[src/audio_staging_fifo_upsampler_top_macros.svh]
// Assertion helpers for the block's top-level file.
`ifndef AUDIO_STAGING_FIFO_UPSAMPLER_TOP_MACROS_SVH
`define AUDIO_STAGING_FIFO_UPSAMPLER_TOP_MACROS_SVH

// Same-cycle implication, ignored while reset is high.
`define AFU_ASSERT_NOW(label, clk, rst, ante, cons, msg) \
   label: assert property (@(posedge clk) disable iff (rst) (ante) |-> (cons)) \
      else $error(msg);

// Next-cycle implication, ignored while reset is high.
`define AFU_ASSERT_NEXT(label, clk, rst, ante, cons, msg) \
   label: assert property (@(posedge clk) disable iff (rst) (ante) |=> (cons)) \
      else $error(msg);

`endif

[src/afu_pkg.sv]
package afu_pkg;

   localparam int DEPTH_DEFAULT = 256;
   localparam int CFG_W         = 9;
   localparam int SAMPLE_W      = 16;
   localparam int FILL_W        = 9;
   localparam int TOTAL_W       = 32;
   localparam logic [CFG_W-1:0] PREBUF_RESET = 9'd128;

   typedef enum logic [2:0] {
      CMD_PUSH  = 3'd0,
      CMD_PULL  = 3'd1,
      CMD_DRAIN = 3'd2,
      CMD_START = 3'd3,
      CMD_STOP  = 3'd4
   } cmd_type;

   typedef enum logic [1:0] {
      MODE_INACTIVE  = 2'd0,
      MODE_PREBUFFER = 2'd1,
      MODE_ACTIVE    = 2'd2,
      MODE_DRAINING  = 2'd3
   } mode_type;

   typedef enum logic [1:0] {
      STAT_OK      = 2'd0,
      STAT_REFUSED = 2'd1,
      STAT_DROPPED = 2'd2
   } status_type;

   typedef enum logic {
      CTL_IDLE = 1'b0,
      CTL_PULL = 1'b1
   } ctl_state_type;

   typedef struct packed {
      logic [2:0]                 command;
      logic signed [SAMPLE_W-1:0] left_in;
      logic signed [SAMPLE_W-1:0] right_in;
      logic                       last_of_call;
   } req_type;

   typedef struct packed {
      logic signed [SAMPLE_W-1:0] left_out;
      logic signed [SAMPLE_W-1:0] right_out;
      logic                       last;
      logic [1:0]                 status;
      logic                       audio_valid;
      logic [1:0]                 mode;
      logic [FILL_W-1:0]          fill_level;
      logic [TOTAL_W-1:0]         underrun_count;
      logic [TOTAL_W-1:0]         overflow_count;
      logic [TOTAL_W-1:0]         frames_in;
      logic [TOTAL_W-1:0]         frames_out;
   } rsp_type;

   // Enqueue request into the result queue: one result, or a pair.
   typedef struct packed {
      logic valid;
      logic pair;
   } wr_type;

endpackage

[src/afu_out.sv]
module afu_out (
   input  logic             clock,
   input  logic             reset,
   input  afu_pkg::wr_type  wr,
   input  afu_pkg::rsp_type data0,
   input  afu_pkg::rsp_type data1,
   output logic             room,
   output logic             rsp_valid,
   input  logic             rsp_ready,
   output afu_pkg::rsp_type rsp_data
);

   afu_pkg::rsp_type q_ff [4];
   logic [1:0] head_ff, head_in;
   logic [1:0] tail_ff, tail_in;
   logic [2:0] cnt_ff, cnt_in;
   logic [2:0] n_wr;
   logic       pop;

   assign rsp_valid = (cnt_ff != 3'd0);
   assign rsp_data  = q_ff[head_ff];
   assign pop       = rsp_valid && rsp_ready;
   // a new item is taken only when a full pair still fits
   assign room      = (cnt_ff <= 3'd2);

   always_comb begin
      n_wr = 3'd0;
      if (wr.valid) begin
         n_wr = wr.pair ? 3'd2 : 3'd1;
      end
      cnt_in  = cnt_ff + n_wr - {2'd0, pop};
      tail_in = tail_ff + n_wr[1:0];
      head_in = pop ? head_ff + 2'd1 : head_ff;
   end

   always_ff @(posedge clock) begin
      if (reset) begin
         head_ff <= '0;
         tail_ff <= '0;
         cnt_ff  <= '0;
      end else begin
         head_ff <= head_in;
         tail_ff <= tail_in;
         cnt_ff  <= cnt_in;
      end
   end

   always_ff @(posedge clock) begin
      if (wr.valid) begin
         q_ff[tail_ff] <= data0;
         if (wr.pair) begin
            q_ff[tail_ff + 2'd1] <= data1;
         end
      end
   end

endmodule

[config.mk]
export PLATFORM = sky130hd
export DESIGN_NAME = afu_out
export DESIGN_NICKNAME = d
export VERILOG_FILES = /design/src/audio_staging_fifo_upsampler_top_macros.svh /design/src/afu_pkg.sv /design/src/afu_out.sv
export SDC_FILE = /design/constraint.sdc
export NUM_CORES = 1
export LEC_CHECK = 0
export BUFFER_PORTS_ARGS = -buffer_cell sky130_fd_sc_hd__buf_4
export CORE_AREA = 2 2 264 266
export CTS_CLUSTER_SIZE = 24
export DETAILED_ROUTE_END_ITERATION = 7
export DIE_AREA = 0 0 266 268
export PLACE_DENSITY_LB_ADDON = 0.08
export SYNTH_ARGS = -nofsm -noshare
export SYNTH_HDL_FRONTEND = slang
export SYNTH_SLANG_ARGS = --single-unit
export TNS_END_PERCENT = 30
[constraint.sdc]
create_clock -name clock -period 11.3 [get_ports clock]
set_input_delay 1.13 -clock clock [delete_from_list [all_inputs] [get_ports clock]]
set_output_delay 1.13 -clock clock [all_outputs]
set_load 0.05 [all_outputs]
---- Word-level counts from Yosys, hierarchy flattened ----
Memory sizes are Yosys's and may differ from the RTL's. A register that Yosys moved wholly into a read port is not among the register bits.
Cells that the tools add are included.
operators by class
  add/sub/neg operators ................... 5
  $lt $le $gt $ge ......................... 1
  divide/modulo/power cells ............... 0
  bitwise gates (word level) .............. 0
  shift-type cells ........................ 0
  reductions and logical operators ........ 2
  muxes and demuxes ....................... 9
  multiply operators ...................... 0
  equality and inequality tests ........... 0
operator list
  operator                                                                           count
  2-bit 2-to-1 mux                                                                   4
  1-bit 2-to-1 mux                                                                   5
  2-bit by 1-bit adder with 2-bit output (second input constant)                     2
  3-bit adder                                                                        1
  3-bit by 2-bit less-or-equal comparator with 1-bit output (second input constant)  1
  3-bit nonzero test                                                                 1
  3-bit by 1-bit subtractor with 3-bit output                                        1
  2-bit adder                                                                        1
  1-bit logical AND                                                                  1
storage, ports and cells
  memories ................................ 1
  bits in latches ......................... 0
  output and inout port bits .............. 177
  bits in writable memories ............... 700
  bits in read-only memories .............. 0
  register bits ........................... 7
memory list
  memory  depth  bits a word  rd ports  clocked after memory_dff  write ports  RTL line       RTL
  q_ff    4      175          1         1                         2            afu_out.sv:13  afu_pkg::rsp_type q_ff [4];

---- Longest topological paths before layout ----
Gate-level depths: netlist (run 1).
  word-level depth ........................ 4
  mapped depth ............................ 10
  gate-level depth less buffers ........... 9

---- Worst setup path after synthesis (run 1) ----
OpenSTA, ideal clock, no wires.
  path type ............................... input port to flip-flop
  start point ............................. input wr[0] (netlist bit)
  end point ............................... memory q_ff[2][0] (netlist bit) (enable)
  slack ................................... 1,494 ps
  data required time ...................... 10,567 ps
  data arrival time ....................... 9,073 ps
  setup time .............................. 733 ps
  stages .................................. 3
  cells stage by stage .................... clkbuf_2 > a21oi_1 > nor2b_1
RTL lines
  what                RTL line       RTL
  start: declaration  afu_out.sv:4   input afu_pkg::wr_type wr,
  end: declaration    afu_out.sv:13

==> results of run 1 <==
## worst min-delay path by stage
stage                                    to  cells past startpoint  slack, ps                    start
floorplan                              flop                      2        480  head_ff[1]$_SDFFE_PP0P_
global placement    head_ff[0]$_SDFFE_PP0P_                      2        530  head_ff[0]$_SDFFE_PP0P_
detailed placement  head_ff[0]$_SDFFE_PP0P_                      2        540  head_ff[0]$_SDFFE_PP0P_
CTS                 head_ff[0]$_SDFFE_PP0P_                      2        550  head_ff[0]$_SDFFE_PP0P_
global route        head_ff[0]$_SDFFE_PP0P_                      2        600  head_ff[0]$_SDFFE_PP0P_
finish              head_ff[0]$_SDFFE_PP0P_                      2        550  head_ff[0]$_SDFFE_PP0P_
## flip-flops by register name, indices dropped and copies added, names as in the netlist, named ones only
signal,cells
head_ff,2
tail_ff,2
cnt_ff,3
q_ff,700
## routing by layer
metal	vias up	part of all wire, %
li1	8305	-
met1	9640	39
met2	523	50
met3	158	7.7
met4	32	2.8
met5	-	0.22
## layout by cell type, fill, tap and decap left out
cell	instances
clkinv_8	1
mux4_2	175
nor2b_4	1
diode_2	18
fa_1	1
nand2b_1	1
nor2_4	2
o311ai_0	1
buf_12	2
nand3_4	2
edfxtp_1	700
xnor2_1	5
clkinv_1	15
clkbuf_1	25
inv_6	2
or3_1	1
o21ai_0	2
clkinvlp_4	1
nand3_1	1
bufinv_16	2
mux2_2	691
clkinv_2	11
dfxtp_1	7
mux2_1	9
a21oi_1	2
and2_4	1
dfxtp_4	2
nor2b_1	4
xor2_1	1
buf_4	562
clkbuf_16	82
nor2_1	6
nand4_1	1
nor3_4	1
nand2_1	1
inv_1	5
ha_1	4
o31a_1	1
## through the flow
step / power (mW) / worst slack, ps / util (%)
6_report: 8.23 / 6430 / 60.3
5_1_grt: 8.52 / 6330 / 60.3
4_1_cts: 8.33 / 6400 / 60.2
3_5_place_dp: 5.94 / 7070 / 56.8
3_3_place_gp: 5.92 / 7080 / 56.8
2_1_floorplan: 5.14 / 1490 / -
## cells by family after synthesis
kind of cell / synth area share, %
DFF: 62.3
muxes: 34.7
adders and majority gates: 0.206
and+or+nand+nor: 0.338
AOI/OAI and AO/OA: 0.110
buffers and inverters: 2.15
xor gates and xnor gates: 0.154
## power groups by stage
stage | combinational [mW] | clock, mW | sequential [mW]
final | 2.65 | 2.39 | 3.20
after floorplan | 1.90 | 0 | 3.23
after detailed placement | 2.68 | 0 | 3.26
after CTS | 2.69 | 2.44 | 3.20
after global routing | 2.77 | 2.53 | 3.22
after global placement | 2.67 | 0 | 3.25
## cell type report
cell class	instances	area (sq um)	share of cell area [%]
diodes	18	45.0	0.109
clock buffers	107	2150	5.21
clock inverters	32	213	0.517
inverters	5	18.8	0.0456
multi-input cells	914	12200	29.5
flip-flops and latches	709	21200	51.5
well taps	882	1100	2.68
repair buffers	564	4260	10.4
## worst max-delay path: cells and delay by family (launching register included)
family | cells | cell delay [ps]
buffers and inverters | 3 | 1790
DFF | 1 | 730
muxes | 1 | 450
==> results.json, run 1 <==
{
  "dp.cells": 3074,
  "nFillCells": 5120,
  "final_cell_area_sq_um": 41100,
  "grt_pass1_wl_microns": 127000,
  "dp_hpwl_microns": 53100,
  "postRouteAntennaNets": 0,
  "postSynthCellCount": 1745,
  "clock_skew_ps": 19.2,
  "routed_wl_microns": 87000,
  "drt-initial-drc-count": 1247,
  "die_area_sq_um": 71300,
  "rsz0062_at_grt": "false",
  "path_clk_slew_ps": 60,
  "cts_root_buf": "clkbuf_16",
  "cp_slowest_stage_delay_ps": 820,
  "seqPwrFrac_pct": 38.8,
  "std_cell_rows": 96,
  "hold_slack_ps": 549,
  "power_switching_share_pct": 33.4,
  "cts_made_buffers": 78,
  "cts_num_sinks": 709,
  "cp-end-kind": "primary output",
  "syn_nets": 2105,
  "p_comb_share_pct": 32.2,
  "tritoncts": "done",
  "ir_worst_vdd_uv": 168,
  "grt_use_met2_pct": 39.8,
  "cpMaxStageDelayCell": "buf_4",
  "clk_path_buf_depth": 3,
  "crit_fanout": 55,
  "synth_area_leaders": "edfxtp_1 (62%), mux2_2 (23%), mux4_2 (12%), buf_2 (0.75%), buf_4 (0.57%)",
  "setup_violations": 0,
  "synth-seq-area-share_pct": 62.3,
  "synth_edf_count": 700,
  "relSlewSlack_pct": 32.2,
  "ioPinCount": 532,
  "dieWidth_microns": 266,
  "r2r_setup_slack_ps": 7660,
  "antenna_found_initial": 32,
  "hold_buffers": 0,
  "p_int_mw": 5.49,
  "met1_usage_pct": 30.0,
  "port_buffers": 531,
  "yosysTopAreaCellShare_pct": 61.8,
  "top_usage_layer": "met2",
  "worst_slew_pin_slew_ps": 1020,
  "grt_max_degree": 98,
  "gr-total-overflow": 0,
  "endpoint": "rsp_data[172]",
  "cts_setup_buffers": 0,
  "layout-drive-gt1-share_pct": 66.0,
  "clock_power_share_pct": 29.0,
  "ys_top_cells_by_count": "edfxtp_1 (700), mux2_2 (691), mux4_2 (175)",
  "cp_cell_sequence": "buf_4 > buf_4 > mux4_2 > buf_4",
  "clk_latency_ps": 620,
  "yosysMostFrequentCell": "edfxtp_1",
  "crit_path_start_kind": "flop",
  "reg2reg_to": "q_ff[2][124]$_DFFE_PP_",
  "ys_types": 29,
  "instances_no_fill": 3231,
  "power.leakage_nw": 14.4,
  "hp-class": "reg2reg",
  "p_sw_mw": 2.75,
  "grt_use_met3_pct": 7.38,
  "min_period_ps": 4870,
  "final_nets": 2632,
  "reg2reg_from": "tail_ff[1]$_SDFF_PP0_",
  "start_util_pct": 49.9,
  "wl_per_cell_microns": 26.9,
  "fin_tns_setup_ps": 0,
  "path_common_cell": "buf_4",
  "fmax_mhz": 205,
  "grt.total_usage_pct": 24.1,
  "ys_ff_latch": 709,
  "place_area_sq_um": 38700,
  "syn_area_sq_um": 34000,
  "vias": 18658,
  "core_area_sq_um": 68200,
  "fp.dieH_microns": 268,
  "synthFlopType": "edfxtp_1",
  "grt_pass1_vias": 19641,
  "drtPass1Iterations": 5,
  "reg2reg_depth": 5,
  "yosysTopAreaCell": "edfxtp_1",
  "fin_crit_sh_pct": 43.1,
  "yosys_warnings": 0,
  "hold_viol_final": 0,
  "cp.required_ps": 10170,
  "post_cts_resized": 0,
  "gp_congestion": 0.775,
  "synthToLayoutAreaGrowth_pct": 20.9,
  "maxCapViolCount": 0,
  "cts_htree_levels": 3,
  "via_per_inst": 5.77,
  "p_per_area_nw_per_um2": 200,
  "status": "finished clean",
  "synth.avg_cell_area_sq_um": 19.5,
  "async_flop_share_pct": 0,
  "drc": 0,
  "critical_path_arrival_ps": 3740,
  "slew_viol_final": 0,
  "crit_type": "reg2out"
}
(Power assumes the default switching activity.)
==> inputs of run 2 (changes only) <==
--- a/config.mk
+++ b/config.mk
@@ -5,11 +5,12 @@
 export SDC_FILE = /design/constraint.sdc
 export NUM_CORES = 1
 export LEC_CHECK = 0
+export ABC_AREA = 1
 export BUFFER_PORTS_ARGS = -buffer_cell sky130_fd_sc_hd__buf_4
-export CORE_AREA = 2 2 264 266
+export CORE_AREA = 2 2 268 270
 export CTS_CLUSTER_SIZE = 24
 export DETAILED_ROUTE_END_ITERATION = 7
-export DIE_AREA = 0 0 266 268
+export DIE_AREA = 0 0 270 272
 export PLACE_DENSITY_LB_ADDON = 0.08
 export SYNTH_ARGS = -nofsm -noshare
 export SYNTH_HDL_FRONTEND = slang
==> constraint.sdc (replaced) <==
create_clock -name clock -period 4.59 [get_ports clock]
set_input_delay 0.459 -clock clock [delete_from_list [all_inputs] [get_ports clock]]
set_output_delay 0.459 -clock clock [all_outputs]
set_load 0.05 [all_outputs]
==> run 2 against run 1 <==
Compared with the run above:
- die area is 3.0% higher
- synthesized cell count is 100% higher
- clock skew is 3.4 ps lower
- cell count is 52% higher
- combinational power grew to 2.6 times the previous value
- critical endpoint is now rsp_data[123]
- largest power group unchanged
==> results.json, run 2 <==
{
  "port_buffers": 531,
  "dp_hpwl_microns": 57000,
  "synth.avg_cell_area_sq_um": 9.98,
  "ioPinCount": 532,
  "cp-end-kind": "primary output",
  "clk_path_buf_depth": 3,
  "cts_setup_buffers": 0,
  "syn_nets": 3855,
  "fin_crit_sh_pct": 84.0,
  "finalPower_mw": 20.7,
  "yosysMostFrequentCell": "nand2_1",
  "tritoncts": "done",
  "reg_top3": "q_ff x700, cnt_ff x3",
  "synth-xor-area-share_pct": 0,
  "yosysTopAreaCell": "edfxtp_1",
  "grt_pass1_vias": 25202,
  "final_nets": 4237,
  "hold_viol_final": 0,
  "crit_type": "reg2out",
  "hp-class": "in2reg",
  "nFillCells": 6067,
  "hold_slack_ps": 57.1,
  "clock_skew_ps": 15.8,
  "yosysTopAreaCellShare_pct": 60.2,
  "p_per_area_nw_per_um2": 501,
  "crit_path_start_kind": "flop",
  "postSynthCellCount": 3495,
  "drt-initial-drc-count": 2364,
  "seq_area_sq_um": 21200,
  "cp_cell_sequence": "buf_4 > buf_4 > o21ai_0 > o22ai_1 > buf_4",
  "maxCapViolCount": 0,
  "fmax_mhz": 259,
  "final_util_pct": 58.4,
  "cts_root_buf": "clkbuf_16",
  "path_clk_slew_ps": 60,
  "synthToLayoutAreaGrowth_pct": 18.5,
  "ys_top_cells_by_count": "nand2_1 (718), edfxtp_1 (700), o21ai_0 (680)",
  "largest_reg_flops": 700,
  "gp_congestion": 0.803,
  "final_cell_area_sq_um": 41300,
  "slew_viol_final": 0,
  "async_flop_share_pct": 0,
  "crit_fanout": 78,
  "syn_area_sq_um": 34900,
  "cts_made_buffers": 78,
  "path_common_cell": "buf_4",
  "post_cts_resized": 0,
  "setup_violations": 0,
  "layout-drive-gt1-share_pct": 21.8,
  "cpMaxStageDelayCell": "buf_4",
  "ys_types": 24,
  "grt.total_usage_pct": 26.0,
  "core_area_sq_um": 70800,
  "critical_path_arrival_ps": 3400,
  "cts_htree_levels": 3,
  "antenna_found_initial": 20,
  "instances_no_fill": 4906,
  "status": "finished clean",
  "synth_top_family_by_area": "compound AO/OA/AOI/OAI gates",
  "synth_fa_ha_area_share_pct": 0.201,
  "std_cell_rows": 98,
  "die_area_sq_um": 73400,
  "yosys_warnings": 0,
  "power.leakage_nw": 16.9,
  "gr-total-overflow": 0,
  "grt_max_degree": 201,
  "regMostFlops": "q_ff",
  "synthMuxAreaShare_pct": 0,
  "routed_wl_microns": 98000,
  "synth_edf_count": 700,
  "cp_slowest_stage_delay_ps": 760,
  "yosys.area_share.simple_pct": 11.8,
  "cp.required_ps": 4130,
  "hold_buffers": 0,
  "relSlewSlack_pct": 30.0,
  "vias": 26953,
  "rsz0062_at_grt": "false",
  "worst_slew_pin_slew_ps": 1050,
  "synth-seq-area-share_pct": 60.8,
  "synthFlopType": "edfxtp_1",
  "dieWidth_microns": 270,
  "ys_ff_latch": 709,
  "drc": 0,
  "place_area_sq_um": 38900,
  "multi_input_comb_area_sq_um": 11300,
  "cts_num_sinks": 709,
  "wl_per_cell_microns": 20.0,
  "clk_latency_ps": 610,
  "via_per_inst": 5.49,
  "postRouteAntennaNets": 0,
  "grt_pass1_wl_microns": 148000,
  "synth_area_leaders": "edfxtp_1 (60%), o21ai_0 (9.8%), nand2_1 (7.7%), o21ai_2 (4.1%), nor2_1 (3.9%)",
  "r2r_setup_slack_ps": 1850,
  "min_period_ps": 3860,
  "start_util_pct": 49.3,
  "drtPass1Iterations": 5,
  "synth_compound_gate_area_share_pct": 20.0,
  "final_cell_mix": "nand2_1 (715), edfxtp_1 (700), o21ai_0 (679), buf_4 (555), nor2_1 (361)",
  "layout_commonest_cell": "nand2_1",
  "ir_worst_vdd_uv": 430,
  "dp.cells": 4747,
  "fp.dieH_microns": 272
}
[run 2: cell types whose count changed after synthesis, moves of 185 or more]
| cell | previous run | this run |
|---|---|---|
| nand2_1 | 1 | 718 |
| mux2_2 | 691 | 0 |
| o21ai_0 | 2 | 680 |
| nor2_1 | 8 | 361 |
| o21ai_1 | 0 | 209 |
| inv_1 | 5 | 190 |
[run 2: through the flow]
| stage | setup TNS [ps] | setup slack, ps |
|---|---|---|
| detailed placement | 0 | 1430 |
| floorplan | -221600 | -636 |
| global placement | 0 | 1550 |
| global route | 0 | 604 |
| finish | 0 | 733 |
| CTS | 0 | 776 |
[run 2: report_power, final]
part           internal, mW  switching [mW]  leakage [nW]
clock                  3.52            2.55          1.21
combinational          1.83            5.04          9.08
sequential             7.66           0.121          6.58
[run 2: cell type report]
class / count / share of cell area, %
flip-flops and latches: 709 / 51.3
diodes: 17 / 0.103
multi-input cells: 2325 / 27.2
clock buffers: 104 / 5.21
well taps: 950 / 2.88
repair buffers: 569 / 10.8
clock inverters: 38 / 0.714
inverters: 194 / 1.83
[run 2: worst paths after layout]
path                      startpoint               endpoint  depth (start not counted)
max                             flop          rsp_data[123]                          5
min                            reset  tail_ff[0]$_SDFF_PP0_                          2
max reg2reg    tail_ff[0]$_SDFF_PP0_  q_ff[0][13]$_DFFE_PP_                          5
min reg2reg  head_ff[1]$_SDFFE_PP0P_                   flop                          2
[run 2: critical path, delay by kind of cell (launching register included)]
family / cells / cell delay, ps
buffers and inverters: 3 / 1680
DFF: 1 / 400
AOI/OAI and AO/OA: 2 / 620
[run 2: logic make-up (layout without fill, tap and decap cells)]
group,count (synthesis),in the layout
adders and majority gates,5,5
AOI/OAI and AO/OA,1232,1232
buffers and inverters,461,905
DFF,709,709
and+or+nand+nor,1088,1088
other,0,17
[run 2: per-layer routing]
metal	GRT usage (%)	up-vias	wire, microns
met5	0	-	55
met1	34.5	12816	40500
met4	8.99	8	2690
met2	43.3	917	47900
li1	-	13076	-
met3	4.80	136	6800
==> inputs of run 3 (changes only) <==
==> constraint.sdc (replaced) <==
create_clock -name clock -period 3.4 [get_ports clock]
set_input_delay 0.34 -clock clock [delete_from_list [all_inputs] [get_ports clock]]
set_output_delay 0.34 -clock clock [all_outputs]
set_load 0.05 [all_outputs]
==> run 3 against run 2 <==
Compared with the run above:
- clock skew increased by 7.1 ps
- die area is the same
- sequential power rose by 35%
- via count grew 0.39%
- final area up 0.57%
- utilization increased by 0.34 points
- critical path depth did not move
- first-iteration DRC count up 0.59%
- hold slack worse by 27 ps
- critical endpoint is now rsp_data[152]
==> results.json, run 3 (same netlist as run 2, synthesis figures left out) <==
{
  "status": "finished clean",
  "cp_slowest_stage_delay_ps": 680,
  "layout_commonest_cell": "nand2_1",
  "vias": 27058,
  "die_area_sq_um": 73400,
  "crit_type": "reg2out",
  "postRouteAntennaNets": 0,
  "drt-initial-drc-count": 2378,
  "clk_path_buf_depth": 3,
  "clk_latency_ps": 610,
  "min_period_ps": 3150,
  "port_buffers": 531,
  "finalPower_mw": 27.9,
  "gp_congestion": 0.794,
  "cp-end-kind": "primary output",
  "dp_hpwl_microns": 58500,
  "final_nets": 4253,
  "path_clk_slew_ps": 60,
  "grt.total_usage_pct": 26.4,
  "core_area_sq_um": 70800,
  "start_util_pct": 49.3,
  "grt_pass1_vias": 25541,
  "min_from": "data0[52]",
  "cp.required_ps": 3060,
  "grt_use_met2_pct": 43.6,
  "cpMaxStageDelayCell": "dfxtp_4",
  "cts_htree_levels": 3,
  "hold_slack_ps": 30.5,
  "instances_no_fill": 4905,
  "drtPass1Iterations": 6,
  "crit_path_start_kind": "flop",
  "seq_area_sq_um": 21200,
  "layout-drive-gt1-share_pct": 21.8,
  "critical_path_arrival_ps": 2810,
  "maxCapViolCount": 0,
  "wl_per_cell_microns": 20.1,
  "grt_pass1_wl_microns": 150000,
  "ir_worst_vdd_uv": 551,
  "dp.cells": 4752,
  "gr-total-overflow": 0,
  "cts_root_buf": "clkbuf_16",
  "setup_violations": 0,
  "fmax_mhz": 317,
  "worst_slew_pin_slew_ps": 939,
  "via_per_inst": 5.52,
  "rsz0062_at_grt": "false",
  "slew_viol_final": 0,
  "fin_crit_sh_pct": 92.7,
  "crit_fanout": 102,
  "regMostFlops": "q_ff",
  "power.leakage_nw": 17.0,
  "hp-class": "in2reg",
  "std_cell_rows": 98,
  "final_cell_mix": "nand2_1 (714), edfxtp_1 (700), o21ai_0 (679), buf_4 (545), nor2_1 (361)",
  "critPathBufInv": 3,
  "reg2reg_from": "tail_ff[0]$_SDFF_PP0_",
  "tritoncts": "done",
  "ioPinCount": 532,
  "multi_input_comb_area_sq_um": 11300,
  "cp_cell_sequence": "clkinv_8 > buf_12 > o21ai_0 > o22ai_1 > buf_4",
  "post_cts_resized": 0,
  "synthToLayoutAreaGrowth_pct": 19.2,
  "cts_made_buffers": 77,
  "hold_buffers": 12,
  "grt_use_met3_pct": 4.37,
  "cp_top_family": "buffers and inverters",
  "cts_setup_buffers": 0,
  "drc": 0,
  "largest_reg_flops": 700,
  "top_usage_layer": "met2",
  "p_per_area_nw_per_um2": 670,
  "hold_viol_final": 0,
  "reg_top3": "q_ff x700, cnt_ff x3",
  "relSlewSlack_pct": 37.4,
  "cts_num_sinks": 709,
  "clock_skew_ps": 22.9,
  "met1_usage_pct": 35.6,
  "dieWidth_microns": 270,
  "routed_wl_microns": 98800,
  "fp.dieH_microns": 272,
  "nFillCells": 6116,
  "antenna_found_initial": 14,
  "grt_max_degree": 171
}
[run 3: changes by cell type in the layout (fill, tap and decap cells not counted), moves of 4 or more]
| cell | delta |
|---|---|
| buf_12 | +15 |
| dlygate4sd3_1 | +12 |
| buf_4 | -10 |
| diode_2 | -8 |
| inv_6 | -4 |
[run 3: final cells by class]
cell class	count	area share [%]
Sequential cell	709	51.0
Clock inverter	34	0.632
Multi-Input combinational cell	2325	27.1
Inverter	194	1.82
Clock buffer	98	4.97
Timing Repair Buffer	586	11.5
Antenna cell	9	0.0542
Tap cell	950	2.86
[run 3: tightest hold or removal path: stages]
cell and delay [ps]:
buf_4 100, nand2_1 40, o21ai_0 50
[run 3: metal layers]
metal  up-vias  wire length [microns]
met5         -                     63
met4        10                   2730
met3       150                   7280
met2       977                  48000
met1     12833                  40700
li1      13088                      -
[run 3: worst paths after layout]
path / end / slack (ps) / cells past startpoint
min: q_ff[2][52]$_DFFE_PP_ / 30 / 3
max reg2reg: q_ff[1][113]$_DFFE_PP_ / 1060 / 4
min reg2reg: head_ff[0]$_SDFFE_PP0P_ / 500 / 2
max: rsp_data[152] / 250 / 5
[run 3: through the flow]
step,setup WS (ps),instance area (sq um),util [%],setup TNS [ps]
floorplan,-330,34900,-,-57660
global placement,863,39100,55.3,0
detailed placement,850,39100,55.3,0
CTS,185,41600,58.7,0
global route,23.9,41600,58.8,0
finish,248,41600,58.8,0
[run 3: power by group]
part	switching (mW)	internal [mW]	total, mW
logic	6.81	2.55	9.36
clock network	3.38	4.58	7.96
registers	0.202	10.3	10.5
total	10.4	17.5	27.9
