<file path="src/audio_staging_fifo_upsampler_top_macros.svh">
// Assertion helpers for the block's top-level file.
`ifndef AUDIO_STAGING_FIFO_UPSAMPLER_TOP_MACROS_SVH
`define AUDIO_STAGING_FIFO_UPSAMPLER_TOP_MACROS_SVH

// Same-cycle implication, ignored while reset is high.
`define AFU_ASSERT_NOW(label, clk, rst, ante, cons, msg) \
   label: assert property (@(posedge clk) disable iff (rst) (ante) |-> (cons)) \
      else $error(msg);

// Next-cycle implication, ignored while reset is high.
`define AFU_ASSERT_NEXT(label, clk, rst, ante, cons, msg) \
   label: assert property (@(posedge clk) disable iff (rst) (ante) |=> (cons)) \
      else $error(msg);

`endif

</file>
<file path="src/afu_pkg.sv">
package afu_pkg;

   localparam int DEPTH_DEFAULT = 256;
   localparam int CFG_W         = 9;
   localparam int SAMPLE_W      = 16;
   localparam int FILL_W        = 9;
   localparam int TOTAL_W       = 32;
   localparam logic [CFG_W-1:0] PREBUF_RESET = 9'd128;

   typedef enum logic [2:0] {
      CMD_PUSH  = 3'd0,
      CMD_PULL  = 3'd1,
      CMD_DRAIN = 3'd2,
      CMD_START = 3'd3,
      CMD_STOP  = 3'd4
   } cmd_type;

   typedef enum logic [1:0] {
      MODE_INACTIVE  = 2'd0,
      MODE_PREBUFFER = 2'd1,
      MODE_ACTIVE    = 2'd2,
      MODE_DRAINING  = 2'd3
   } mode_type;

   typedef enum logic [1:0] {
      STAT_OK      = 2'd0,
      STAT_REFUSED = 2'd1,
      STAT_DROPPED = 2'd2
   } status_type;

   typedef enum logic {
      CTL_IDLE = 1'b0,
      CTL_PULL = 1'b1
   } ctl_state_type;

   typedef struct packed {
      logic [2:0]                 command;
      logic signed [SAMPLE_W-1:0] left_in;
      logic signed [SAMPLE_W-1:0] right_in;
      logic                       last_of_call;
   } req_type;

   typedef struct packed {
      logic signed [SAMPLE_W-1:0] left_out;
      logic signed [SAMPLE_W-1:0] right_out;
      logic                       last;
      logic [1:0]                 status;
      logic                       audio_valid;
      logic [1:0]                 mode;
      logic [FILL_W-1:0]          fill_level;
      logic [TOTAL_W-1:0]         underrun_count;
      logic [TOTAL_W-1:0]         overflow_count;
      logic [TOTAL_W-1:0]         frames_in;
      logic [TOTAL_W-1:0]         frames_out;
   } rsp_type;

   // Enqueue request into the result queue: one result, or a pair.
   typedef struct packed {
      logic valid;
      logic pair;
   } wr_type;

endpackage

</file>
<file path="src/afu_ctl.sv">
module afu_ctl #(
   parameter int DEPTH = afu_pkg::DEPTH_DEFAULT,
   localparam int AW = $clog2(DEPTH),
   localparam int CW = $clog2(DEPTH + 1)
) (
   input  logic                        clock,
   input  logic                        reset,
   input  logic                        req_valid,
   output logic                        req_ready,
   input  afu_pkg::req_type            req_data,
   input  logic                        csr_write_enable,
   input  logic [afu_pkg::CFG_W-1:0]   csr_write_data,
   input  logic                        out_room,
   output afu_pkg::wr_type             out_wr,
   output afu_pkg::rsp_type            out_data0,
   output afu_pkg::rsp_type            out_data1,
   output logic                        ram_wr_en,
   output logic [AW-1:0]               ram_wr_addr,
   output logic [31:0]                 ram_wr_data,
   output logic                        ram_rd_en,
   output logic [AW-1:0]               ram_rd_addr,
   input  logic [31:0]                 ram_rd_data
);

   localparam int CMP_W = (CW > afu_pkg::CFG_W) ? CW : afu_pkg::CFG_W;
   localparam int SW    = afu_pkg::SAMPLE_W;
   localparam int TW    = afu_pkg::TOTAL_W;

   afu_pkg::ctl_state_type state_ff, state_in;
   afu_pkg::mode_type      mode_ff, mode_in;
   logic [AW-1:0]          rd_ptr_ff, rd_ptr_in;
   logic [AW-1:0]          wr_ptr_ff, wr_ptr_in;
   logic [CW-1:0]          count_ff, count_in;
   logic                   alloc_ff, alloc_in;
   logic signed [SW-1:0]   prev_l_ff, prev_l_in;
   logic signed [SW-1:0]   prev_r_ff, prev_r_in;
   logic [TW-1:0]          underrun_ff, underrun_in;
   logic [TW-1:0]          overflow_ff, overflow_in;
   logic [TW-1:0]          in_total_ff, in_total_in;
   logic [TW-1:0]          out_total_ff, out_total_in;
   logic                   short_ff, short_in;
   logic                   drop_ff, drop_in;
   logic [afu_pkg::CFG_W-1:0] prebuf_ff;
   logic                   eol_ff, eol_in;

   logic                   accept;
   logic                   eol;
   logic                   full;
   logic                   drop_now;
   logic                   pop;
   logic                   silent;
   afu_pkg::status_type    res_status;
   logic                   res_valid;
   logic signed [SW-1:0]   cur_l, cur_r;
   logic signed [SW-1:0]   mid_l, mid_r;
   logic [SW:0]            sum_l, sum_r, adj_l, adj_r;
   logic [SW-1:0]          out_l0, out_r0, out_l1, out_r1;

   assign req_ready = (state_ff == afu_pkg::CTL_IDLE) && out_room;
   assign accept    = req_valid && req_ready;
   assign eol       = req_data.last_of_call;
   assign full      = (count_ff == CW'(DEPTH));

   // midpoint of previous and current frame, truncated toward zero
   assign cur_l = ram_rd_data[SW-1:0];
   assign cur_r = ram_rd_data[2*SW-1:SW];
   assign sum_l = {prev_l_ff[SW-1], prev_l_ff} + {cur_l[SW-1], cur_l};
   assign sum_r = {prev_r_ff[SW-1], prev_r_ff} + {cur_r[SW-1], cur_r};
   assign adj_l = sum_l + {{SW{1'b0}}, sum_l[SW]};
   assign adj_r = sum_r + {{SW{1'b0}}, sum_r[SW]};
   assign mid_l = adj_l[SW:1];
   assign mid_r = adj_r[SW:1];

   assign pop = !short_ff && (count_ff != '0);

   always_comb begin
      state_in     = state_ff;
      mode_in      = mode_ff;
      rd_ptr_in    = rd_ptr_ff;
      wr_ptr_in    = wr_ptr_ff;
      count_in     = count_ff;
      alloc_in     = alloc_ff;
      prev_l_in    = prev_l_ff;
      prev_r_in    = prev_r_ff;
      underrun_in  = underrun_ff;
      overflow_in  = overflow_ff;
      in_total_in  = in_total_ff;
      out_total_in = out_total_ff;
      short_in     = short_ff;
      drop_in      = drop_ff;
      eol_in       = eol_ff;
      drop_now     = drop_ff;
      silent       = 1'b0;
      res_status   = afu_pkg::STAT_OK;
      res_valid    = 1'b0;
      out_wr       = '0;
      out_l0       = '0;
      out_r0       = '0;
      out_l1       = '0;
      out_r1       = '0;
      ram_wr_en    = 1'b0;
      ram_wr_addr  = wr_ptr_ff;
      ram_wr_data  = {req_data.right_in, req_data.left_in};
      ram_rd_en    = 1'b0;
      ram_rd_addr  = rd_ptr_ff;

      case (state_ff)
         afu_pkg::CTL_IDLE: begin
            if (accept) begin
               out_wr.valid = 1'b1;
               case (req_data.command)
                  afu_pkg::CMD_PUSH: begin
                     if (mode_ff == afu_pkg::MODE_INACTIVE || !alloc_ff) begin
                        res_status = afu_pkg::STAT_REFUSED;
                        if (eol) begin
                           drop_in = 1'b0;
                        end
                     end else begin
                        if (full) begin
                           res_status = afu_pkg::STAT_DROPPED;
                           drop_now   = 1'b1;
                           drop_in    = 1'b1;
                        end else begin
                           ram_wr_en   = 1'b1;
                           wr_ptr_in   = (wr_ptr_ff == AW'(DEPTH - 1)) ? '0
                                                                       : wr_ptr_ff + AW'(1);
                           count_in    = count_ff + CW'(1);
                           in_total_in = in_total_ff + TW'(1);
                        end
                        if (eol) begin
                           if (drop_now) begin
                              overflow_in = overflow_ff + TW'(1);
                           end
                           drop_in = 1'b0;
                           if (mode_ff == afu_pkg::MODE_PREBUFFER &&
                               CMP_W'(count_in) >= CMP_W'(prebuf_ff)) begin
                              mode_in = afu_pkg::MODE_ACTIVE;
                           end
                        end
                     end
                  end
                  afu_pkg::CMD_PULL: begin
                     if (mode_ff != afu_pkg::MODE_ACTIVE &&
                         mode_ff != afu_pkg::MODE_DRAINING) begin
                        res_status = afu_pkg::STAT_REFUSED;
                        if (eol) begin
                           short_in = 1'b0;
                        end
                     end else begin
                        // frame comes back from the store next cycle
                        out_wr.valid = 1'b0;
                        ram_rd_en    = 1'b1;
                        eol_in       = eol;
                        state_in     = afu_pkg::CTL_PULL;
                     end
                  end
                  afu_pkg::CMD_DRAIN: begin
                     if (mode_ff == afu_pkg::MODE_ACTIVE ||
                         mode_ff == afu_pkg::MODE_PREBUFFER) begin
                        mode_in = afu_pkg::MODE_DRAINING;
                     end else begin
                        res_status = afu_pkg::STAT_REFUSED;
                     end
                  end
                  afu_pkg::CMD_START: begin
                     if (mode_ff != afu_pkg::MODE_INACTIVE || alloc_ff) begin
                        res_status = afu_pkg::STAT_REFUSED;
                     end else begin
                        alloc_in     = 1'b1;
                        rd_ptr_in    = '0;
                        wr_ptr_in    = '0;
                        count_in     = '0;
                        prev_l_in    = '0;
                        prev_r_in    = '0;
                        underrun_in  = '0;
                        overflow_in  = '0;
                        in_total_in  = '0;
                        out_total_in = '0;
                        short_in     = 1'b0;
                        drop_in      = 1'b0;
                        mode_in      = afu_pkg::MODE_PREBUFFER;
                     end
                  end
                  afu_pkg::CMD_STOP: begin
                     mode_in   = afu_pkg::MODE_INACTIVE;
                     alloc_in  = 1'b0;
                     rd_ptr_in = '0;
                     wr_ptr_in = '0;
                     count_in  = '0;
                     short_in  = 1'b0;
                     drop_in   = 1'b0;
                  end
                  default: begin
                     res_status = afu_pkg::STAT_REFUSED;
                  end
               endcase
            end
         end
         afu_pkg::CTL_PULL: begin
            out_wr.valid = 1'b1;
            out_wr.pair  = 1'b1;
            if (pop) begin
               rd_ptr_in = (rd_ptr_ff == AW'(DEPTH - 1)) ? '0 : rd_ptr_ff + AW'(1);
               count_in  = count_ff - CW'(1);
               prev_l_in = cur_l;
               prev_r_in = cur_r;
               res_valid = 1'b1;
               out_l0    = mid_l;
               out_r0    = mid_r;
               out_l1    = cur_l;
               out_r1    = cur_r;
            end else begin
               silent   = 1'b1;
               short_in = 1'b1;
            end
            out_total_in = out_total_ff + TW'(2);
            if (eol_ff) begin
               if (silent) begin
                  if (mode_ff == afu_pkg::MODE_DRAINING) begin
                     mode_in = afu_pkg::MODE_INACTIVE;
                  end else begin
                     underrun_in = underrun_ff + TW'(1);
                  end
               end
               short_in = 1'b0;
            end
            state_in = afu_pkg::CTL_IDLE;
         end
         default: begin
            state_in = afu_pkg::CTL_IDLE;
         end
      endcase
   end

   always_comb begin
      out_data0.left_out       = out_l0;
      out_data0.right_out      = out_r0;
      out_data0.last           = !out_wr.pair;
      out_data0.status         = res_status;
      out_data0.audio_valid    = res_valid;
      out_data0.mode           = mode_in;
      out_data0.fill_level     = afu_pkg::FILL_W'(count_in);
      out_data0.underrun_count = underrun_in;
      out_data0.overflow_count = overflow_in;
      out_data0.frames_in      = in_total_in;
      out_data0.frames_out     = out_total_in;
      out_data1                = out_data0;
      out_data1.left_out       = out_l1;
      out_data1.right_out      = out_r1;
      out_data1.last           = 1'b1;
   end

   always_ff @(posedge clock) begin
      if (reset) begin
         state_ff     <= afu_pkg::CTL_IDLE;
         mode_ff      <= afu_pkg::MODE_INACTIVE;
         rd_ptr_ff    <= '0;
         wr_ptr_ff    <= '0;
         count_ff     <= '0;
         alloc_ff     <= 1'b0;
         prev_l_ff    <= '0;
         prev_r_ff    <= '0;
         underrun_ff  <= '0;
         overflow_ff  <= '0;
         in_total_ff  <= '0;
         out_total_ff <= '0;
         short_ff     <= 1'b0;
         drop_ff      <= 1'b0;
         prebuf_ff    <= afu_pkg::PREBUF_RESET;
      end else begin
         state_ff     <= state_in;
         mode_ff      <= mode_in;
         rd_ptr_ff    <= rd_ptr_in;
         wr_ptr_ff    <= wr_ptr_in;
         count_ff     <= count_in;
         alloc_ff     <= alloc_in;
         prev_l_ff    <= prev_l_in;
         prev_r_ff    <= prev_r_in;
         underrun_ff  <= underrun_in;
         overflow_ff  <= overflow_in;
         in_total_ff  <= in_total_in;
         out_total_ff <= out_total_in;
         short_ff     <= short_in;
         drop_ff      <= drop_in;
         if (csr_write_enable) begin
            prebuf_ff <= csr_write_data;
         end
      end
   end

   always_ff @(posedge clock) begin
      eol_ff <= eol_in;
   end

endmodule

</file>
<file path="config.mk">
export PLATFORM = sky130hd
export DESIGN_NAME = afu_ctl
export DESIGN_NICKNAME = d
export VERILOG_FILES = /design/src/audio_staging_fifo_upsampler_top_macros.svh /design/src/afu_pkg.sv /design/src/afu_ctl.sv
export SDC_FILE = /design/constraint.sdc
export NUM_CORES = 1
export LEC_CHECK = 0
export BUFFER_PORTS_ARGS = -buffer_cell sky130_fd_sc_hd__buf_2
export CAP_MARGIN = 15
export CORE_MARGIN = 5
export CORE_UTILIZATION = 25
export DETAILED_ROUTE_END_ITERATION = 8
export SETUP_SLACK_MARGIN = 0.2
export SYNTH_ARGS = -nofsm -noshare
export SYNTH_HDL_FRONTEND = slang
export SYNTH_SLANG_ARGS = --single-unit
</file>
<file path="constraint.sdc">
create_clock -name clock -period 8.7 [get_ports clock]
set_input_delay 2.175 -clock clock [delete_from_list [all_inputs] [get_ports clock]]
set_output_delay 2.175 -clock clock [all_outputs]
set_load 0.03 [all_outputs]
</file>
### Word level (Yosys, flattened, before mapping)

Index checks and enable logic that the tools add are counted.

* logic and storage cells: 197
* register bits: 201
* input bits: 82
* output and inout bits: 403

* bitwise operators: 2
* magnitude comparators: 1
* muxes and demuxes: 116
* equality and inequality tests: 26
* add/sub/neg operators: 12
* reduce and logical (&&, ||, !) cells: 24

Operator list (number)
* $mux W32: 20
* $pmux W32 S2: 4
* $mux W16: 13
* $add A32 B1 Y32 const B: 3
* $mux W9: 9
* $pmux W16 S2: 2
* $mux W8: 7
* $add A16 B16 Y17: 2
* $add A17 B1 Y17: 2
* $mux W1: 34
* $add A32 B2 Y32 const B: 1
* $pmux W8 S2: 2
* $pmux W9 S3: 1
* $mux W2: 13
* $pmux W8 S3: 1
* $pmux W9 S2: 1
* $add A8 B1 Y8 const B: 2
* $eq A8 B8 Y1 const B: 2
* $reduce_and A4 Y1: 4
* $ne A3 B3 Y1 const B: 5
* $ne A2 B2 Y1 const B: 7
* $reduce_and A6 Y1: 2
* $pmux W2 S5: 1
* $add A9 B1 Y9 const B: 1
* 25 further kinds: 42

### Depth between registers and ports, before layout

Gate-level depths: netlist of the first run.

* depth in word-level cells: 14
* mapped depth: 15
* gate-level depth less buffers: 15

### Worst setup path before layout of the first run

Ideal clock, no wire load.

* kind: input port to output port
* start: input ram_rd_data[0]
* end: output out_data0[174] (netlist name)
* setup slack: 0.497 ns
* data required time: 6.525 ns
* buffers on the path: 0
* data arrival time: 6.028 ns
* cell stages on the path: 14
* cells stage by stage: ha_1 fa_1 a211oi_1 o211ai_1 a21o_1 a21oi_1 and2_1 ha_1 nor4b_1 a41oi_1 or4_1 or4_1 nor4_1 mux2i_1

RTL lines
* start, declared: line afu_ctl.sv:22 `input logic [31:0] ram_rd_data`
* end, declared: line afu_ctl.sv:15 `output afu_pkg::rsp_type out_data0,`

==> summary.txt, run 1 <==
Status: completed
CTS tree: built
Setup Crit Path Kind: in2out
Register area share after synthesis: 28.0%
Post-CTS Hold Buffers: 0
Power Dens Cells: 139 nW/um2
Synthesized net count: 2023
Pin count of the biggest net entering global routing: 78
Slew headroom: 35.7%
Number of DRC markers in iteration 0: 870
Final Net Count: 2231
Flops & latches, synth: 201
Core Area: 57400 um2
Num ports: 485
DRT Pass-1 Iters: 5
Final wirelength: 48000 um
Via Count: 13800
Max-slew violation count: 0
Setup TNS Final: 0 ns
Clock slew at reported path FFs: 0.06 ns
Tcrit/Tclk final: 94.6%
Worst Path Required: 6.53 ns
Most frequently used flop master after synthesis: dfxtp_1
Fmax: 122 MHz
Root Buffer Master: clkbuf_16
Clock Sinks: 201
Deepest clock path buffer count: 3
Min-Delay Path Class: reg2reg
Vias per std cell: 4.80
Crit. End Element: output pin
Initial antenna violation count: 4
# rows: 88
Origin of the critical flop-to-flop path: mode_ff[0]$_SDFF_PP0_
GRT Total Usage: 14.2%
DP HPWL: 36400 um
Global-route wire length before repair: 72800 um
Worst hold path startpoint: in_total_ff[31]$_SDFF_PP0_
Worst endpoint data arrival time: 6.05 ns
Layout Cells excl Fill: 2882
Peak VDD IR: 0.000143 V
Share of layout cells above drive strength 1: 25.4%
Clock latency on the worst-skew pair: 0.57 ns
Die ar.: 62500 um2
Critical path peak fanout: 4
TritonCTS buffer count: 28
Tot Pwr: 2380 uW
Routability congestion estimate from global placement: 0.841
Max_cap viols: 0
Yosys warnings: 0
Layout area overhead: 18.5%
Synthesized area: 14400 um2
Final min period: 8.23 ns
Async set-or-reset flop fraction in the synthesized netlist: 0%
Cell leakage power: 0.00789 uW
DRC Markers: 0
RSZ-0062 raised after global routing: false
Drt wl/cell: 16.7 um
Fin. Hold Viols: 0
Synth Area per Inst: 7.65 um2
Die H: 250 um
Vias in the first global route: 12600
EDFF count, synth: 1
Starting density of the core: 25.1%
Crit path from: ram_rd_data[16]
Cell count after placement: 2824
Final setup violation count: 0
Cells after Synth: 1883
Die X: 250 um
Fin area: 17100 um2
Worst hold slack: 0.479 ns
Worst clock skew: 0.0328 ns
Worst Setup Start Kind: input pin
Transition time of the tightest slew-check pin: 0.957 ns
GR Overflow Total: 0
Placed inst area: 16000 um2
PortBufs: 419
Yosys cell types: 87
H-Tree Depth: 1
Number of nets still failing antenna checks after routing: 0
[flip-flops by register name, summed over array words and instances (netlist names)]
| name | cells |
|---|---|
| out_total_ff | 32 |
| underrun_ff | 32 |
| mode_ff | 2 |
| overflow_ff | 32 |
| ram_rd_addr | 8 |
| prebuf_ff | 9 |
| state_ff | 1 |
| ram_wr_addr | 8 |
| drop_ff | 1 |
| alloc_ff | 1 |
| eol_ff | 1 |
| short_ff | 1 |
| count_ff | 9 |
| prev_l_ff | 16 |
| prev_r_ff | 16 |
| in_total_ff | 32 |
[cell type report]
class                   instances  area (um2)
diodes                          4        10.0
inverters                      39         148
clock inverters                15         246
well taps                     765         957
multi-input cells            1381        8610
repair buffers                440        2250
clock buffers                  37         816
fillers                      6193       40300
flip-flops and latches        201        4030
[timing repair]
action                     CTS  global route
setup buffers                0             2
gates resized for setup      1             6
setup endpoints to repair    1             5
pin swaps                    0             2
[stage by stage]
step | util, % | setup slack, ns
6_report | 29.8 | 0.472
5_1_grt | 29.8 | 0.194
4_1_cts | 29.7 | 0.253
3_5_place_dp | 27.8 | 0.201
3_3_place_gp | 27.8 | 0.257
2_1_floorplan | - | 0.497
[metal layers]
| layer | part of all wire, % | GRT usage [%] |
|---|---|---|
| met1 | 45 | 18.9 |
| met3 | 5.8 | 2.65 |
| met2 | 47 | 23.9 |
| met4 | 2.3 | 3.59 |
| met5 | 0.056 | 0 |
[synthesized netlist by cell type (all sizes together) (4+ instances only)]
cell / n / area share (%)
and2: 173 / 7.5
nand2: 171 / 4.5
a31o: 5 / 0.30
and4: 18 / 1.1
inv: 37 / 0.96
or3: 12 / 0.52
a221o: 5 / 0.35
nor4: 15 / 1.1
nor3: 24 / 0.94
dfxtp: 200 / 28
nor2: 143 / 3.7
buf: 194 / 9.8
or2: 9 / 0.39
a311oi: 5 / 0.35
o31ai: 21 / 1.1
xor2: 31 / 1.9
nand2b: 7 / 0.30
a21boi: 5 / 0.26
a22o: 4 / 0.24
a21oi: 106 / 3.7
o211ai: 21 / 1.1
or4: 6 / 0.31
o21a: 5 / 0.26
nand4: 31 / 1.4
nor3b: 4 / 0.24
mux2i: 39 / 2.7
ha: 56 / 4.9
and3: 45 / 2.0
a21o: 14 / 0.73
a31oi: 38 / 1.7
nor2b: 9 / 0.39
a211oi: 13 / 0.71
nand3: 102 / 3.5
xnor2: 34 / 2.1
clkbuf: 68 / 1.8
a2111oi: 5 / 0.48
a41oi: 4 / 0.24
o21ai: 154 / 5.4
[cells in the final DEF, fill, tap and decap left out, types with 6 or more instances in the layout]
master	instances
dfxtp_1	200
xnor2_1	34
buf_2	419
nand2_1	170
nand3_1	102
clkbuf_16	29
o211ai_1	20
and4_1	18
o21ai_0	148
buf_4	21
clkbuf_8	6
ha_1	56
and2_1	172
xor2_1	31
nor4_1	9
and3_1	45
mux2i_1	39
o31ai_1	21
nand4_1	30
nand2b_1	7
inv_1	36
a211oi_1	10
nor2b_1	9
nor3_1	21
nor2_1	142
a21o_1	14
a21oi_1	105
a31oi_1	38
clkinv_2	6
or3_1	12
or2_2	9
bufinv_16	6
[final timing paths]
| check | depth (start not counted) | to | slack [ns] |
|---|---|---|---|
| hold reg to reg | 2 | in_total_ff[31]$_SDFF_PP0_ | 0.48 |
| hold / removal | 2 | in_total_ff[31]$_SDFF_PP0_ | 0.48 |
| setup reg to reg | 9 | overflow_ff[20]$_SDFF_PP0_ | 4.92 |
| setup / recovery | 16 | out_data0[158] | 0.47 |
[logic make-up after synthesis]
logic type                 Yosys count  synth area share (%)
and+or+nand+nor                    781                  28.6
DFF                                201                  28.0
AOI/OAI and AO/OA                  435                  18.7
buffers and inverters              301                  12.6
adders and majority gates           58                  5.14
other                                1                0.0260
muxes                               41                  2.89
xor gates and xnor gates            65                  3.95
[critical path, stage by stage]
cell and delay, ns:
buf_2 0.11, ha_1 0.22, fa_1 0.43, a211oi_2 0.30
o21ai_2 0.13, o311ai_1 0.42, a221o_1 0.28, and2_1 0.18
ha_1 0.17, and2_1 0.15, and4_1 0.29, nand4_2 0.14
or3_1 0.36, or3b_1 0.35, and3_1 0.18, buf_2 0.17
[where the power goes]
part | switching [uW] | internal [uW]
Combinational | 97.2 | 50.0
Sequential | 2.66 | 925
Clock | 467 | 836
Power figures use the tool's default switching activity.
==> run 2: changes to the inputs <==
CTS_BUF_LIST = sky130_fd_sc_hd__clkbuf_16   (was default)
REMOVE_ABC_BUFFERS = 1   (was default)
SLEW_MARGIN = 10   (was default)
==> run 2 against run 1 <==
Against the previous run:
- hold slack better by 0.0026 ns
- flip-flop and latch count did not move
- critical endpoint is now out_data0[174]
- largest cell class unchanged
- routed wire length rose by 0.60%
- critical path depth unchanged
- clock skew shrank 0.025 ns
==> summary.txt, run 2 (synthesis gave the netlist of run 1 again) <==
Status: completed
DRT Pass-1 Iters: 5 (unchanged)
Clock slew at reported path FFs: 0.06 ns (about the same)
DP HPWL: 36200 um (-0.65%)
Clock Sinks: 201 (unchanged)
Sequential cell area: 4030 um2 (unchanged)
Tot Pwr: 2200 uW (-7.3%)
H-Tree Depth: 1 (unchanged)
Filler cell count: 6171 (-0.36%)
Worst-path cell chain: buf_2 -> ha_1 -> fa_2 -> a211oi_2 -> o211ai_1 -> a21o_1 -> a21oi_2 -> and2_1 -> ha_1 -> nor4b_2 -> a41oi_1 -> or4_4 -> or4_1 -> nor4_2 -> mux2i_1 -> buf_2
Die ar.: 62500 um2 (unchanged)
Clock latency on the worst-skew pair: 0.55 ns (-0.02 ns)
Deepest clock path buffer count: 3 (unchanged)
RSZ-0062 raised after global routing: false
Num ports: 485 (unchanged)
Pin count of the biggest net entering global routing: 94 (+21%)
Power Dens Cells: 130 nW/um2 (-6.3%)
PortBufs: 419 (unchanged)
Worst clock skew: 0.00802 ns (-0.0247 ns)
Most frequent cells in the layout: 419 x buf_2, 200 x dfxtp_1, 172 x and2_1, 170 x nand2_1, 148 x o21ai_0
Setup TNS Final: 0 ns (unchanged)
Peak VDD IR: 0.000118 V (-17%)
CP max stage cell: or4_1
Fin. Hold Viols: 0 (unchanged)
Most common cell after layout, fill and taps aside: buf_2
Worst Path Required: 6.53 ns (about the same)
Final wirelength: 48300 um (+0.60%)
Max-slew violation count: 0 (unchanged)
Placed inst area: 15900 um2 (about the same)
Final design utilization: 29.4% (-0.33 points)
Final Net Count: 2227 (-0.18%)
Final setup violation count: 0 (unchanged)
Layout area overhead: 17.2%
GR Overflow Total: 0 (unchanged)
Fin area: 16900 um2 (-1.1%)
Tcrit/Tclk final: 95.7% (+1.1 points)
Number of nets still failing antenna checks after routing: 0 (unchanged)
Worst Setup Start Kind: input pin
Fmax: 120 MHz (-1.1%)
Starting density of the core: 25.1% (unchanged)
DRC Markers: 0 (unchanged)
Transition time of the tightest slew-check pin: 0.897 ns (-0.0604 ns)
Number of DRC markers in iteration 0: 712 (-18%)
Die H: 250 um (unchanged)
Slowest stage delay, CP: 0.49 ns (+0.06 ns)
GRT Total Usage: 14.1% (-0.069 points)
Core Area: 57400 um2 (unchanged)
Min-Delay Path Class: reg2reg
Setup bufs post-CTS: 0 (unchanged)
Critical path peak fanout: 4 (unchanged)
Root Buffer Master: clkbuf_16
Die X: 250 um (unchanged)
Reg2Reg Setup Slack: 4.82 ns (-0.10 ns)
TritonCTS buffer count: 28 (unchanged)
Slew headroom: 39.4% (+3.7 points)
Share of layout cells above drive strength 1: 24.7% (-0.71 points)
Vias per std cell: 4.79 (-0.29%)
Cell leakage power: 0.00779 uW (-1.3%)
Setup Crit Path Kind: in2out
Final min period: 8.32 ns (+0.0953 ns)
Worst endpoint data arrival time: 6.15 ns (+0.10 ns)
# rows: 88 (unchanged)
Crit. End Element: output pin
Global-route wire length before repair: 72100 um (-0.88%)
Max_cap viols: 0 (unchanged)
Multi-input logic area: 8610 um2 (about the same)
Routability congestion estimate from global placement: 0.861 (+2.4%)
Initial antenna violation count: 8 (+4)
Drt wl/cell: 16.8 um (+0.74%)
CTS tree: built
Vias in the first global route: 12400 (-0.97%)
Via Count: 13800 (-0.43%)
run 2: through the flow:
step	cells	setup slack (ns)	hold WS [ns]
after floorplan	1621	-0.0561	0.444
after global placement	2822	0.271	0.460
after detailed placement	2822	0.168	0.468
after CTS	2870	0.211	0.482
after global routing	2875	0.143	0.504
final	2878	0.377	0.482
run 2: final timing paths:
| path | from | end | cells past startpoint |
|---|---|---|---|
| worst min-delay path | out_total_ff[0]$_SDFF_PP0_ | out_total_ff[0]$_SDFF_PP0_ | 1 |
| worst max-delay path | ram_rd_data[0] | out_data0[174] | 16 |
| worst max register to register | mode_ff[0]$_SDFF_PP0_ | ram_rd_addr[6]$_SDFFE_PP0P_ | 12 |
| worst min register to register | out_total_ff[0]$_SDFF_PP0_ | out_total_ff[0]$_SDFF_PP0_ | 1 |
run 2: where the power goes:
group	total [uW]	internal, uW	leakage, uW	switching, uW
registers	927	925	0.00162	2.55
clock network	1130	683	0.000448	446
logic	147	49.7	0.00572	97.3
total	2200	1660	0.00779	546
run 2: final cells by class:
type	count	area share [%]
timing repair buffer	436	13.2
multi-input combinational	1381	51.0
antenna	8	0.119
tap	765	5.67
inverter	39	0.874
clock inverter	19	0.971
clock buffer	29	4.30
sequential	201	23.9
run 2: worst max-delay path: cells and delay by family:
kind	cells	cell delay (ns)
compound gates	5	1.01
fa+ha+maj	3	0.84
buf+inv	2	0.33
mux	1	0.24
simple gates	5	1.58
run 2: repair_timing:
action	in CTS	in global routing
endpoints found under the setup margin	1	4
hold buffers	0	0
gates resized for setup	1	5
run 2: metal layers:
| layer | share of wire, % | track usage [%] | vias up |
|---|---|---|---|
| met5 | 0 | 0.232 | - |
| met4 | 2.3 | 3.52 | 0 |
| met3 | 6.5 | 3.31 | 56 |
| met2 | 45 | 22.6 | 437 |
| met1 | 47 | 19.4 | 6359 |
| li1 | - | - | 6932 |
==> run 3: changes to the inputs <==
--- a/constraint.sdc
+++ b/constraint.sdc
@@ -3,2 +3,2 @@
 set_output_delay 2.175 -clock clock [all_outputs]
-set_load 0.03 [all_outputs]
+set_load 0.01 [all_outputs]
==> run 3 against run 2 <==
Against the previous run:
- clock power barely moved
- maximum frequency up 0.65%
- largest cell class unchanged
- critical path type unchanged
- global-route usage is 0.12 points lower
- cell count is essentially flat
- routed wire length shrank 0.63%
==> summary.txt, run 3 (synthesis gave the netlist of run 1 again) <==
Worst clock skew: 0.0219 ns (+0.0139 ns)
Final Net Count: 2226 (-0.045%)
GR Overflow Total: 0 (unchanged)
Share of layout cells above drive strength 1: 24.6% (-0.095 points)
Peak VDD IR: 0.000134 V (+14%)
Setup TNS Final: 0 ns (unchanged)
Cell leakage power: 0.00779 uW (about the same)
Power Dens Cells: 129 nW/um2 (-0.80%)
Die H: 250 um (unchanged)
TritonCTS buffer count: 27 (-3.6%)
Worst Path Required: 6.53 ns (about the same)
Pin count of the biggest net entering global routing: 90 (-4.3%)
Number of DRC markers in iteration 0: 679 (-4.6%)
Die ar.: 62500 um2 (unchanged)
Filler cell count: 6215 (+0.71%)
Worst Setup Start Kind: input pin
Max-slew violation count: 0 (unchanged)
# rows: 88 (unchanged)
Slew headroom: 32.9% (-6.5 points)
Clock Sinks: 201 (unchanged)
DRT Pass-1 Iters: 4 (-1)
Final min period: 8.27 ns (-0.0534 ns)
Fmax: 121 MHz (+0.65%)
Deepest clock path buffer count: 3 (unchanged)
Num ports: 485 (unchanged)
Post-cts resize count: 0 (-1)
Starting density of the core: 25.1% (unchanged)
Critical path peak fanout: 4 (unchanged)
Place WS: 0.250 ns (+0.0819 ns)
Max_cap viols: 0 (unchanged)
Crit. End Element: output pin
Status: completed
GRT Total Usage: 14.0% (-0.12 points)
Post-CTS Hold Buffers: 0 (unchanged)
Most frequent cells in the layout: 419 x buf_2, 200 x dfxtp_1, 172 x and2_1, 170 x nand2_1, 148 x o21ai_0
Die X: 250 um (unchanged)
Tot Pwr: 2180 uW (-0.98%)
Tcrit/Tclk final: 95.1% (-0.61 points)
Global-route wire length before repair: 71600 um (-0.69%)
Final worst setup slack: 0.430 ns (+0.0535 ns)
Layout area overhead: 17.0%
Worst endpoint data arrival time: 6.09 ns (-0.06 ns)
CTS tree: built
Vias per std cell: 4.77 (-0.45%)
Final setup violation count: 0 (unchanged)
Cell count after placement: 2822 (unchanged)
Number of nets still failing antenna checks after routing: 0 (unchanged)
Clock slew at reported path FFs: 0.06 ns (about the same)
Drt wl/cell: 16.7 um (-0.60%)
Min-Delay Path Class: reg2reg
RSZ-0062 raised after global routing: false
Final wirelength: 48000 um (-0.63%)
DRC Markers: 0 (unchanged)
PortBufs: 419 (unchanged)
Core Area: 57400 um2 (unchanged)
Routability congestion estimate from global placement: 0.843 (-2.1%)
Initial antenna violation count: 8 (unchanged)
Setup bufs post-CTS: 0 (unchanged)
DP HPWL: 36000 um (-0.45%)
Setup Crit Path Kind: in2out
Final design utilization: 29.4% (-0.055 points)
Clock latency on the worst-skew pair: 0.56 ns (about the same)
Layout Cells excl Fill: 2877 (-0.035%)
Most common cell after layout, fill and taps aside: buf_2
H-Tree Depth: 1 (unchanged)
Transition time of the tightest slew-check pin: 1.00 ns (+0.106 ns)
Fin. Hold Viols: 0 (unchanged)
Root Buffer Master: clkbuf_16
Via Count: 13700 (-0.49%)
Vias in the first global route: 12400 (-0.73%)
## run 3: cell count changes in the layout (fill, tap and decap cells not counted), sizes merged
cell / delta
diode: -1
inv: +2
clkbuf: -1
clkinvlp: -1
## run 3: report_power, final
| group | total [uW] | switching (uW) | leakage (uW) | internal [uW] |
|---|---|---|---|---|
| combinational | 142 | 92.8 | 0.00572 | 49.6 |
| sequential | 927 | 2.55 | 0.00162 | 925 |
| clock | 1110 | 446 | 0.000448 | 666 |
| total | 2180 | 542 | 0.00779 | 1640 |
## run 3: final timing paths
kind / from / end / slack (ns) / cells after the start
max: ram_rd_data[0] / out_data0[174] / 0.43 / 16
min: out_total_ff[0]$_SDFF_PP0_ / out_total_ff[0]$_SDFF_PP0_ / 0.49 / 1
max reg2reg: mode_ff[0]$_SDFF_PP0_ / ram_rd_addr[6]$_SDFFE_PP0P_ / 4.91 / 12
min reg2reg: out_total_ff[0]$_SDFF_PP0_ / out_total_ff[0]$_SDFF_PP0_ / 0.49 / 1
## run 3: layout make-up
| cell class | instances | area [um2] | share of cell area [%] |
|---|---|---|---|
| well taps | 765 | 957 | 5.68 |
| clock buffers | 28 | 701 | 4.16 |
| inverters | 39 | 148 | 0.876 |
| clock inverters | 20 | 170 | 1.01 |
| multi-input cells | 1381 | 8600 | 51.0 |
| diodes | 7 | 17.5 | 0.104 |
| flip-flops and latches | 201 | 4030 | 23.9 |
| repair buffers | 436 | 2220 | 13.2 |
## run 3: worst max-delay path: stages
cell	delay [ns]
buf_2	0.11
ha_1	0.23
fa_2	0.40
a211oi_2	0.23
o211ai_1	0.16
a21o_1	0.27
a21oi_1	0.20
and2_1	0.15
ha_1	0.20
nor4b_1	0.28
a41oi_1	0.14
or4_4	0.48
or4_1	0.47
nor4_2	0.20
mux2i_1	0.24
buf_2	0.16
## run 3: stage by stage
step	instance area [um2]	hold slack (ns)
after floorplan	12700	0.444
after global placement	15900	0.460
after detailed placement	15900	0.468
after CTS	16800	0.482
after global routing	16800	0.499
final	16900	0.485
## run 3: layer usage
layer	share of wire (%)	vias up	routed length (um)	track usage, %
met5	0	-	0	0.232
met4	1.8	0	846	2.67
met3	6.7	43	3200	2.99
met2	45	416	21500	22.8
met1	47	6326	22500	19.4
li1	-	6932	-	-
